`src/rtl/pecu_pkg.sv`:
```
// Shared types and constants of the performance event counter unit.
package pecu_pkg;

    localparam int NUM_COUNTERS = 4;
    localparam int DATA_W       = 32;
    localparam int EVENT_W      = 8;
    localparam int SEL_W        = 5;
    localparam int CNT_IDX_W    = (NUM_COUNTERS > 1) ? $clog2(NUM_COUNTERS) : 1;

    localparam int CYC_BIT      = 31;
    localparam int CTRL_E_BIT   = 0;
    localparam int CTRL_P_BIT   = 1;
    localparam int CTRL_C_BIT   = 2;
    localparam int N_SHIFT      = 11;

    localparam logic [SEL_W-1:0]  N_MASK    = 5'h1f;
    localparam logic [DATA_W-1:0] IMPL_MASK =
        32'h8000_0000 | ((32'd1 << NUM_COUNTERS) - 32'd1);
    localparam logic [DATA_W-1:0] CTRL_N_FIELD =
        32'(SEL_W'(NUM_COUNTERS) & N_MASK) << N_SHIFT;

    typedef enum logic [1:0] {
        REQ_READ  = 2'd0,
        REQ_WRITE = 2'd1,
        REQ_TICK  = 2'd2
    } t_req_type;

    typedef enum logic [2:0] {
        REG_CTRL      = 3'd0,
        REG_ENABLE    = 3'd1,
        REG_OVERFLOW  = 3'd2,
        REG_SELECT    = 3'd3,
        REG_CYCLE     = 3'd4,
        REG_EVT_TYPE  = 3'd5,
        REG_EVT_COUNT = 3'd6
    } t_reg_index;

    typedef struct packed {
        logic [1:0]         req_type;
        logic [2:0]         reg_index;
        logic [DATA_W-1:0]  write_data;
        logic [EVENT_W-1:0] event_id;
        logic               event_valid;
    } t_req;

    typedef struct packed {
        logic [DATA_W-1:0] read_data;
        logic              access_error;
    } t_rsp;

endpackage

```
`src/rtl/pecu_core.sv`:
```
// Counter state, register decode and tick update of the performance event counter unit.
module pecu_core (
    input  logic          i_clk,
    input  logic          i_rst_n,
    input  logic          i_go,
    input  pecu_pkg::t_req i_req,
    output pecu_pkg::t_rsp o_rsp
);
    import pecu_pkg::*;

    logic                r_global_enable, n_global_enable;
    logic [DATA_W-1:0]   r_enable_mask, n_enable_mask;
    logic [DATA_W-1:0]   r_ovf_flags, n_ovf_flags;
    logic [SEL_W-1:0]    r_select, n_select;
    logic [DATA_W-1:0]   r_cycle_count, n_cycle_count;
    logic [DATA_W-1:0]   r_event_counts [NUM_COUNTERS];
    logic [DATA_W-1:0]   n_event_counts [NUM_COUNTERS];
    logic [EVENT_W-1:0]  r_event_types [NUM_COUNTERS];
    logic [EVENT_W-1:0]  n_event_types [NUM_COUNTERS];

    logic                 sel_ok;
    logic [CNT_IDX_W-1:0] sel_idx;

    assign sel_ok  = 32'(r_select) < NUM_COUNTERS;
    assign sel_idx = r_select[CNT_IDX_W-1:0];

    always_comb begin
        n_global_enable = r_global_enable;
        n_enable_mask   = r_enable_mask;
        n_ovf_flags     = r_ovf_flags;
        n_select        = r_select;
        n_cycle_count   = r_cycle_count;
        n_event_counts  = r_event_counts;
        n_event_types   = r_event_types;
        o_rsp           = '0;

        case (i_req.req_type)
            REQ_READ: begin
                unique case (i_req.reg_index)
                    REG_CTRL:      o_rsp.read_data = 32'(r_global_enable) | CTRL_N_FIELD;
                    REG_ENABLE:    o_rsp.read_data = r_enable_mask;
                    REG_OVERFLOW:  o_rsp.read_data = r_ovf_flags;
                    REG_SELECT:    o_rsp.read_data = 32'(r_select);
                    REG_CYCLE:     o_rsp.read_data = r_cycle_count;
                    REG_EVT_TYPE: begin
                        if (sel_ok) begin
                            o_rsp.read_data = 32'(r_event_types[sel_idx]);
                        end else begin
                            o_rsp.access_error = 1'b1;
                        end
                    end
                    REG_EVT_COUNT: begin
                        if (sel_ok) begin
                            o_rsp.read_data = r_event_counts[sel_idx];
                        end else begin
                            o_rsp.access_error = 1'b1;
                        end
                    end
                    default: ;
                endcase
            end
            REQ_WRITE: begin
                unique case (i_req.reg_index)
                    REG_CTRL: begin
                        n_global_enable = i_req.write_data[CTRL_E_BIT];
                        if (i_req.write_data[CTRL_P_BIT]) begin
                            for (int i = 0; i < NUM_COUNTERS; i++) begin
                                n_event_counts[i] = '0;
                            end
                        end
                        if (i_req.write_data[CTRL_C_BIT]) begin
                            n_cycle_count = '0;
                        end
                    end
                    REG_ENABLE:   n_enable_mask = r_enable_mask | (i_req.write_data & IMPL_MASK);
                    REG_OVERFLOW: n_ovf_flags = r_ovf_flags & ~(i_req.write_data & IMPL_MASK);
                    REG_SELECT:   n_select = i_req.write_data[SEL_W-1:0] & N_MASK;
                    REG_CYCLE:    n_cycle_count = i_req.write_data;
                    REG_EVT_TYPE: begin
                        if (sel_ok) begin
                            n_event_types[sel_idx] = i_req.write_data[EVENT_W-1:0];
                        end else begin
                            o_rsp.access_error = 1'b1;
                        end
                    end
                    REG_EVT_COUNT: begin
                        if (sel_ok) begin
                            n_event_counts[sel_idx] = i_req.write_data;
                        end else begin
                            o_rsp.access_error = 1'b1;
                        end
                    end
                    default: ;
                endcase
            end
            REQ_TICK: begin
                if (r_global_enable) begin
                    if (r_enable_mask[CYC_BIT]) begin
                        n_cycle_count = r_cycle_count + 32'd1;
                        if (n_cycle_count == '0) begin
                            n_ovf_flags[CYC_BIT] = 1'b1;
                        end
                    end
                    if (i_req.event_valid) begin
                        for (int i = 0; i < NUM_COUNTERS; i++) begin
                            if (r_enable_mask[i] && r_event_types[i] == i_req.event_id) begin
                                n_event_counts[i] = r_event_counts[i] + 32'd1;
                                if (n_event_counts[i] == '0) begin
                                    n_ovf_flags[i] = 1'b1;
                                end
                            end
                        end
                    end
                end
            end
            default: ;
        endcase
    end

    always_ff @(posedge i_clk) begin
        if (!i_rst_n) begin
            r_global_enable <= 1'b0;
            r_enable_mask   <= '0;
            r_ovf_flags     <= '0;
            r_select        <= '0;
            r_cycle_count   <= '0;
            for (int i = 0; i < NUM_COUNTERS; i++) begin
                r_event_counts[i] <= '0;
                r_event_types[i]  <= '0;
            end
        end else if (i_go) begin
            r_global_enable <= n_global_enable;
            r_enable_mask   <= n_enable_mask;
            r_ovf_flags     <= n_ovf_flags;
            r_select        <= n_select;
            r_cycle_count   <= n_cycle_count;
            r_event_counts  <= n_event_counts;
            r_event_types   <= n_event_types;
        end
    end

    // Counter state only moves when an item is processed.
    a_idle_hold: assert property (@(posedge i_clk) disable iff (!i_rst_n)
        !i_go |=> $stable(r_cycle_count) && $stable(r_ovf_flags) && $stable(r_enable_mask))
        else $error("counter state changed without a processed item");

    a_mask_impl: assert property (@(posedge i_clk) disable iff (!i_rst_n)
        (r_enable_mask & ~IMPL_MASK) == '0)
        else $error("enable bit set for an unimplemented counter");

    a_ovf_impl: assert property (@(posedge i_clk) disable iff (!i_rst_n)
        (r_ovf_flags & ~IMPL_MASK) == '0)
        else $error("overflow flag set for an unimplemented counter");

endmodule

```
`src/rtl/performance_event_counter_unit.sv`:
```
// Top level of the performance event counter unit: input register, counter core, result register.
// Each transfer carries a register read, a register write or one clock tick with an optional
// event, and produces exactly one result transfer. One transfer is accepted every cycle unless
// o_in_stall is high; a request is held in the input register and passes through the counter
// core into the result register. A full input register is held only while the result register
// is occupied and stalled, and the counter state is updated in the same cycle as the item's
// result is registered, so every access sees all earlier ticks.
module performance_event_counter_unit (
    input  logic                             i_clk,
    input  logic                             i_rst_n,
    input  logic                             i_in_valid,
    output logic                             o_in_stall,
    input  logic [1:0]                       i_req_type,
    input  logic [2:0]                       i_reg_index,
    input  logic [pecu_pkg::DATA_W-1:0]      i_write_data,
    input  logic [pecu_pkg::EVENT_W-1:0]     i_event_id,
    input  logic                             i_event_valid,
    output logic                             o_out_valid,
    input  logic                             i_out_stall,
    output logic [pecu_pkg::DATA_W-1:0]      o_read_data,
    output logic                             o_access_error
);
    import pecu_pkg::*;

    logic  r_in_valid;
    t_req  r_in_req;
    logic  r_out_valid;
    t_rsp  r_out_rsp;
    t_rsp  core_rsp;
    logic  out_free;
    logic  go;

    assign out_free   = !r_out_valid || !i_out_stall;
    assign go         = r_in_valid && out_free;
    assign o_in_stall = r_in_valid && !out_free;

    always_ff @(posedge i_clk) begin
        if (!i_rst_n) begin
            r_in_valid <= 1'b0;
        end else if (!o_in_stall) begin
            r_in_valid <= i_in_valid;
        end
    end

    always_ff @(posedge i_clk) begin
        if (i_in_valid && !o_in_stall) begin
            r_in_req <= '{req_type:    i_req_type,
                          reg_index:   i_reg_index,
                          write_data:  i_write_data,
                          event_id:    i_event_id,
                          event_valid: i_event_valid};
        end
    end

    pecu_core u_core (
        .i_clk   (i_clk),
        .i_rst_n (i_rst_n),
        .i_go    (go),
        .i_req   (r_in_req),
        .o_rsp   (core_rsp)
    );

    always_ff @(posedge i_clk) begin
        if (!i_rst_n) begin
            r_out_valid <= 1'b0;
        end else if (out_free) begin
            r_out_valid <= r_in_valid;
        end
    end

    always_ff @(posedge i_clk) begin
        if (go) begin
            r_out_rsp <= core_rsp;
        end
    end

    assign o_out_valid    = r_out_valid;
    assign o_read_data    = r_out_rsp.read_data;
    assign o_access_error = r_out_rsp.access_error;

    // A processed item always lands in the result register.
    a_go_result: assert property (@(posedge i_clk) disable iff (!i_rst_n)
        go |=> o_out_valid)
        else $error("processed item produced no result");

    // An access error never comes with read data.
    a_err_zero: assert property (@(posedge i_clk) disable iff (!i_rst_n)
        (o_out_valid && o_access_error) |-> (o_read_data == '0))
        else $error("access error with non-zero read data");

    // The input side is only held back by a stalled, occupied result register.
    a_stall_cause: assert property (@(posedge i_clk) disable iff (!i_rst_n)
        o_in_stall |-> (r_in_valid && r_out_valid && i_out_stall))
        else $error("input stalled without a blocked result");

endmodule
```
`config.mk`:
```
export PLATFORM = sky130hd
export DESIGN_NAME = performance_event_counter_unit
export DESIGN_NICKNAME = d
export VERILOG_FILES = /design/src/rtl/pecu_pkg.sv /design/src/rtl/pecu_core.sv /design/src/rtl/performance_event_counter_unit.sv
export SDC_FILE = /design/constraint.sdc
export NUM_CORES = 1
export LEC_CHECK = 0
export ABC_AREA = 1
export BUFFER_PORTS_ARGS = -buffer_cell sky130_fd_sc_hd__buf_2
export CAP_MARGIN = 20
export CORE_AREA = 10 10 266 294
export CTS_BUF_LIST = sky130_fd_sc_hd__clkbuf_16
export DETAILED_ROUTE_END_ITERATION = 10
export DIE_AREA = 0 0 276 304
export GPL_TIMING_DRIVEN = 0
export PLACE_DENSITY = 0.38
export SLEW_MARGIN = 20
export SYNTH_ARGS = -nofsm -noshare
export SYNTH_HDL_FRONTEND = slang
export SYNTH_SLANG_ARGS = --single-unit
```
`constraint.sdc`:
```
create_clock -name i_clk -period 2.9 [get_ports i_clk]
set_input_delay 0.725 -clock i_clk [delete_from_list [all_inputs] [get_ports i_clk]]
set_output_delay 0.725 -clock i_clk [all_outputs]
set_load 0.005 [all_outputs]
```
# == Yosys cells after proc, flatten, opt, wreduce, memory -nomap -nowiden ==
# Cells that the tools add are included.
# W data, S select, Z words.
# word_totals
ff_bits,343
in_bits,50
out_inout_bits,35
wordCells,155
# classes
add_sub_neg,5
order_cmp,3
n_eq_ne,30
mux,47
bitwise,4
reduce_logical,39
# ops
operator,count
$mux W128,4
$pmux W128 S2,2
$mux W32,12
$pmux W32 S7,1
$add A32 B1 Y32 const B,5
$logic_not A32 Y1,5
$bwmux W128,1
$pmux W32 S2,2
$bmux W32 S2,1
$demux W32 S2,1
$and A32 B32 Y32,1
$bwmux W32,1
$eq A8 B8 Y1,4
$mux W8,4
$not A32 Y32,1
$or A32 B32 Y32,1
$reduce_and A8 Y1,4
$reduce_and A7 Y1,4
$ne A2 B1 Y1 const B,11
$bmux W8 S2,1
$demux W8 S2,1
$mux W1,12
$ne A3 B3 Y1 const B,4
$reduce_and A3 Y1,4
24 further kinds,41

# == Depth between registers and ports, before layout ==
# depth
word_depth,9
depth_mapped,15

# == By module ==
# A second synthesis with hierarchy kept.
# unflattened
hier_cells,2733
hier_area_um2,18441.4
# by_module_without_submodules
mod,n_inst,cells_per_inst,area_each_um2
pecu_core,1,2641,15974.1
performance_event_counter_unit,1,92,2467.4

# == Least setup slack after synthesis ==
# No wires, ideal clock.
# synth_path
kind,input to register
startpoint,in i_out_stall
endpoint,"reg r_in_req[0] (netlist bit), enable pin"
setup_ns,0.400
arrival_ns,1.891
required_ns,2.500
path_slack_ns,0.608
path_stages,5
cell_sequence,nand2_1 > nor2_1 > inv_1 > nand2_1 > inv_1
# synth_via
elab_chain_len,6
# synth_lines
item,line_no,text
"start, declared",performance_event_counter_unit.sv:19,"input logic i_out_stall,"
$logic_not A1 Y1,performance_event_counter_unit.sv:33,assign out_free = !r_out_valid || !i_out_stall;
$logic_or A1 B1 Y1,performance_event_counter_unit.sv:33,
$logic_not A1 Y1,performance_event_counter_unit.sv:35,assign o_in_stall = r_in_valid && !out_free;
$logic_and A1 B1 Y1,performance_event_counter_unit.sv:35,
named net o_in_stall,performance_event_counter_unit.sv:12,"output logic o_in_stall,"
$logic_not A1 Y1,performance_event_counter_unit.sv:46,if (i_in_valid && !o_in_stall) begin
$logic_and A1 B1 Y1,performance_event_counter_unit.sv:46,
"end signal, assigned",performance_event_counter_unit.sv:47,"r_in_req <= '{req_type: i_req_type,"
"end, declared",performance_event_counter_unit.sv:26,t_req r_in_req;
# The timed path passes the listed nets, and every way through them passes these cells.
# A chain may end at the register's enable or synchronous reset.

# == Worst setup path after layout ==
# layout_path
startpoint,reg u_core.r_select[0]
endpoint,"reg r_out_rsp, in the netlist o_read_data[28] (data pin)"
# layout_via
elab_chain_len,6
# layout_lines
item,line_no,text
"start, declared",pecu_core.sv:14,"logic [SEL_W-1:0] r_select, n_select;"
"start signal, assigned",pecu_core.sv:135,r_select <= n_select;
$not A2 Y3 (implied by the code),pecu_core.sv:54,o_rsp.read_data = r_event_counts[sel_idx];
$bmux W32 S2,pecu_core.sv:54,
$mux W32 (implied by the code) (2 in series),pecu_core.sv:54,
$mux W32 (*),pecu_core.sv:53,if (sel_ok) begin
$pmux W32 S7 (*),pecu_core.sv:39,unique case (i_req.reg_index)
"end signal, assigned",performance_event_counter_unit.sv:73,r_out_rsp <= core_rsp;
"end, declared",performance_event_counter_unit.sv:28,t_rsp r_out_rsp;
# Every way passes the cells marked *; elsewhere a longest branch is shown, timed or not. The select of a mux whose other input is x is not followed.

==> reports/metrics.cfg <==
[power_and_ir_drop]
p_seq_share_pct = 42.0
p_switching_mw = 3.19
p_leak_nw = 7.84
p_int_mw = 7.57
pwr-share-clk_pct = 46.8
cellPowerDensity_mw_per_mm2 = 501
irDropWorstVdd_mv = 0.287
p_comb_share_pct = 11.2
swShare_pct = 29.6

[logic_synthesis]
synth_area_per_cell_sq_um = 6.51
synth_fa_ha_area_share_pct = 0.877
synthSimpleGateAreaFrac_pct = 30.6
synth_edf_count = 79
synthesis.nets = 2913
synth-xor-area-share_pct = 2.41
synth.area.mux_share_pct = 0
synth_ff_type = dfxtp_1
synth.top_cell.area_share_pct = 22.7
ys_seq_elements = 289
synth_cell_type_count = 43
async_flop_share_pct = 0
synth_top_family_by_area = simple AND/OR/NAND/NOR gates
synth_top_area_cell = dfxtp_1
synth_cells = 2850
synth_area_sq_mm = 0.0185
synthTopCellsByArea = dfxtp_1 23%, nand2_1 16%, edfxtp_1 13%
synth-seq-area-share_pct = 35.5
synth_compound_area_share_pct = 21.1
synth_warnings = 0

[setup_path]
worstSetupPathType = reg -> reg
critPathCaptureType = flip-flop
critPathLaunchType = flip-flop
worstPathRequired_ns = 3.18
ff2ff_path_depth = 6
path_max_fanout = 10
arrival_ns = 3.14

[floorplan]
num_io_pins = 85
core_sq_mm = 0.0723
dieArea_sq_mm = 0.0839
dieHeight_microns = 304
die_x_microns = 276
initial_utilization_pct = 25.6
row_count = 104

[global_routing]
grt_overflow = 0
grt_first_pass_wirelength_microns = 138000
grt_usage_pct = 22.2
grt_pass1_vias = 19300
grt_max_degree = 32
antenna_found_initial = 4

[cells_and_area]
finalNonFillerCells = 3960
drive_gt1_share_pct = 9.38
area_growth_pct = 15.9
final_net_count = 3040
post-route-util_pct = 29.7

[timing]
slew_headroom_pct = 21.0
tightest_slew_ns = 1.19
rsz0062_at_grt = false
fin_crit_sh_pct = 98.6
hold_violations = 0
setup_viol_count_final = 0
max_freq_mhz = 350
final_max_slew_viol_count = 0
clock_skew_ns = 0.0332
period_needed_ns = 2.86
hold_slack_ns = 0.309

[worst_hold_path]
hold_path_depth = 1
hold_class = in -> reg

[placed_design]
portBuffers = 84
hpwl_microns = 77100
dp.cells = 3890
gp_congestion = 0.993

[clock_network]
cts.sinks = 289
worstSkewPairLatency_ns = 0.59
clkSlewWorstSetupHoldPaths_ns = 0.06
root_buffer = clkbuf_16
cts_hold_buf = 0
post_cts.repair.setup_buffers = 0
cts_buffers = 39
cts_max_level = 2
cts_tree = yes
cts_max_path_buffers = 3

[route]
firstDrtPassIters = 5
post_drt_wl_per_cell_microns = 24.6
drc = 0
drtAntennaViolNets = 0
drt_iter0_drc = 2039
routed-via-count = 20400
viasPerCell = 5.15
routed_wl_microns = 97400

[outcome]
status = complete, no violations

[job]
drv_cap = 0

worst max-delay path, stage by stage (launching register included):
cell	delay [ns]
dfxtp_1	0.36
inv_1	0.10
nand2_1	0.48
clkbuf_1	0.54
o22ai_1	0.34
o21ai_0	0.57
a21oi_1	0.18
flip-flops by register name, summed over array words and instances, names as in the netlist, 5 cells and up:
name and cells:
o_read_data 32, r_in_req 46, u_core.r_cycle_count 32, u_core.r_enable_mask 5, u_core.r_event_counts 128, u_core.r_event_types 32, u_core.r_ovf_flags 5, u_core.r_select 5
per-layer routing:
metal | part of all wire [%] | wire length, microns | global-route usage [%]
met5 | 0 | 0 | 0
met3 | 6.9 | 6680 | 3.57
met2 | 44 | 42900 | 34.8
met1 | 44 | 42900 | 29.4
met4 | 5.0 | 4890 | 9.94
through the flow:
step / total power, mW / cell area, sq um / TNS (ns) / worst slack [ns]
after detailed placement: 5.78 / 20200 / -2.34 / -0.178
after global routing: 11.1 / 21500 / 0 / 0.0377
after global placement: 5.78 / 20200 / -3.38 / -0.233
after floorplan: 5.18 / 18500 / 0 / 0.608
after CTS: 10.8 / 21500 / 0 / 0.0198
final: 10.8 / 21500 / 0 / 0.0403
area by class of cell:
type | count | area, sq um
Tap cell | 954 | 1190
Clock buffer | 40 | 1000
Sequential cell | 289 | 6580
Buffer | 114 | 524
Fill cell | 8148 | 50900
Clock inverter | 29 | 270
Timing Repair Buffer | 86 | 468
Antenna cell | 1 | 2.50
Multi-Input combinational cell | 2113 | 10200
Inverter | 334 | 1250
power groups by stage:
stage	clock network [mW]	registers, mW	logic (mW)
after floorplan	0	4.51	0.666
after global placement	0	4.60	1.17
after detailed placement	0	4.59	1.18
after CTS	5.15	4.51	1.19
after global routing	5.29	4.53	1.30
final	5.04	4.52	1.21
what timing repair did:
item,CTS,global route
endpoints found under the hold margin,0,0
resized for setup,3,10
setup endpoints to repair,11,14
pin swaps,0,0
Yosys cell counts (3+ instances only):
library cell and number:
o221a_2 4, o21ai_1 20, buf_1 11, a211oi_2 23, nand3b_1 8, xnor2_1 16, nor2_1 397, inv_2 11
nor2_4 10, and2_1 3, edfxtp_1 79, dfxtp_1 210, ha_1 13, inv_1 322, buf_2 34, a21oi_1 166
xor2_1 35, nor3_1 15, o2111ai_1 4, nand2_4 4, a21oi_2 6, nand4_1 14, o221ai_1 3, o21ai_0 224
o211ai_1 4, nor2_2 15, a22oi_1 10, o22ai_1 122, clkbuf_1 63, a211oi_1 48, nand3_1 116, a221oi_1 19
buf_6 5, nand2_1 791, nand2_2 17
worst paths after layout:
check                                   startpoint              end  slack, ns
worst max register to register  u_core.r_select[0]  o_read_data[28]       0.04
worst min-delay path              i_write_data[16]     r_in_req[25]       0.31
worst max-delay path            u_core.r_select[0]  o_read_data[28]       0.04
worst min register to register          r_in_valid      o_out_valid       0.48
layout by cell type, fill, tap and decap left out, drive strengths merged, types with 3 or more instances in the layout:
cell type and count:
o2111ai 4, ha 13, dfxtp 210, inv 342
nand3 116, edfxtp 79, nand3b 8, a211oi 71
buf 136, o22ai 122, clkinv 16, nor3 17
bufinv 5, o221a 4, clkbuf 103, o211ai 5
a221oi 19, o21ai 244, nand2 812, xor2 35
nand4 14, a21oi 172, and2 3, a22oi 10
xnor2 16, nor2 422, o221ai 3
cell families after synthesis:
kind of cell               count (synthesis)
adders and majority gates                 13
and+or+nand+nor                         1393
AOI/OAI and AO/OA                        656
buffers and inverters                    448
xor gates and xnor gates                  51
DFF                                      289
Power figures use the tool's default switching activity.
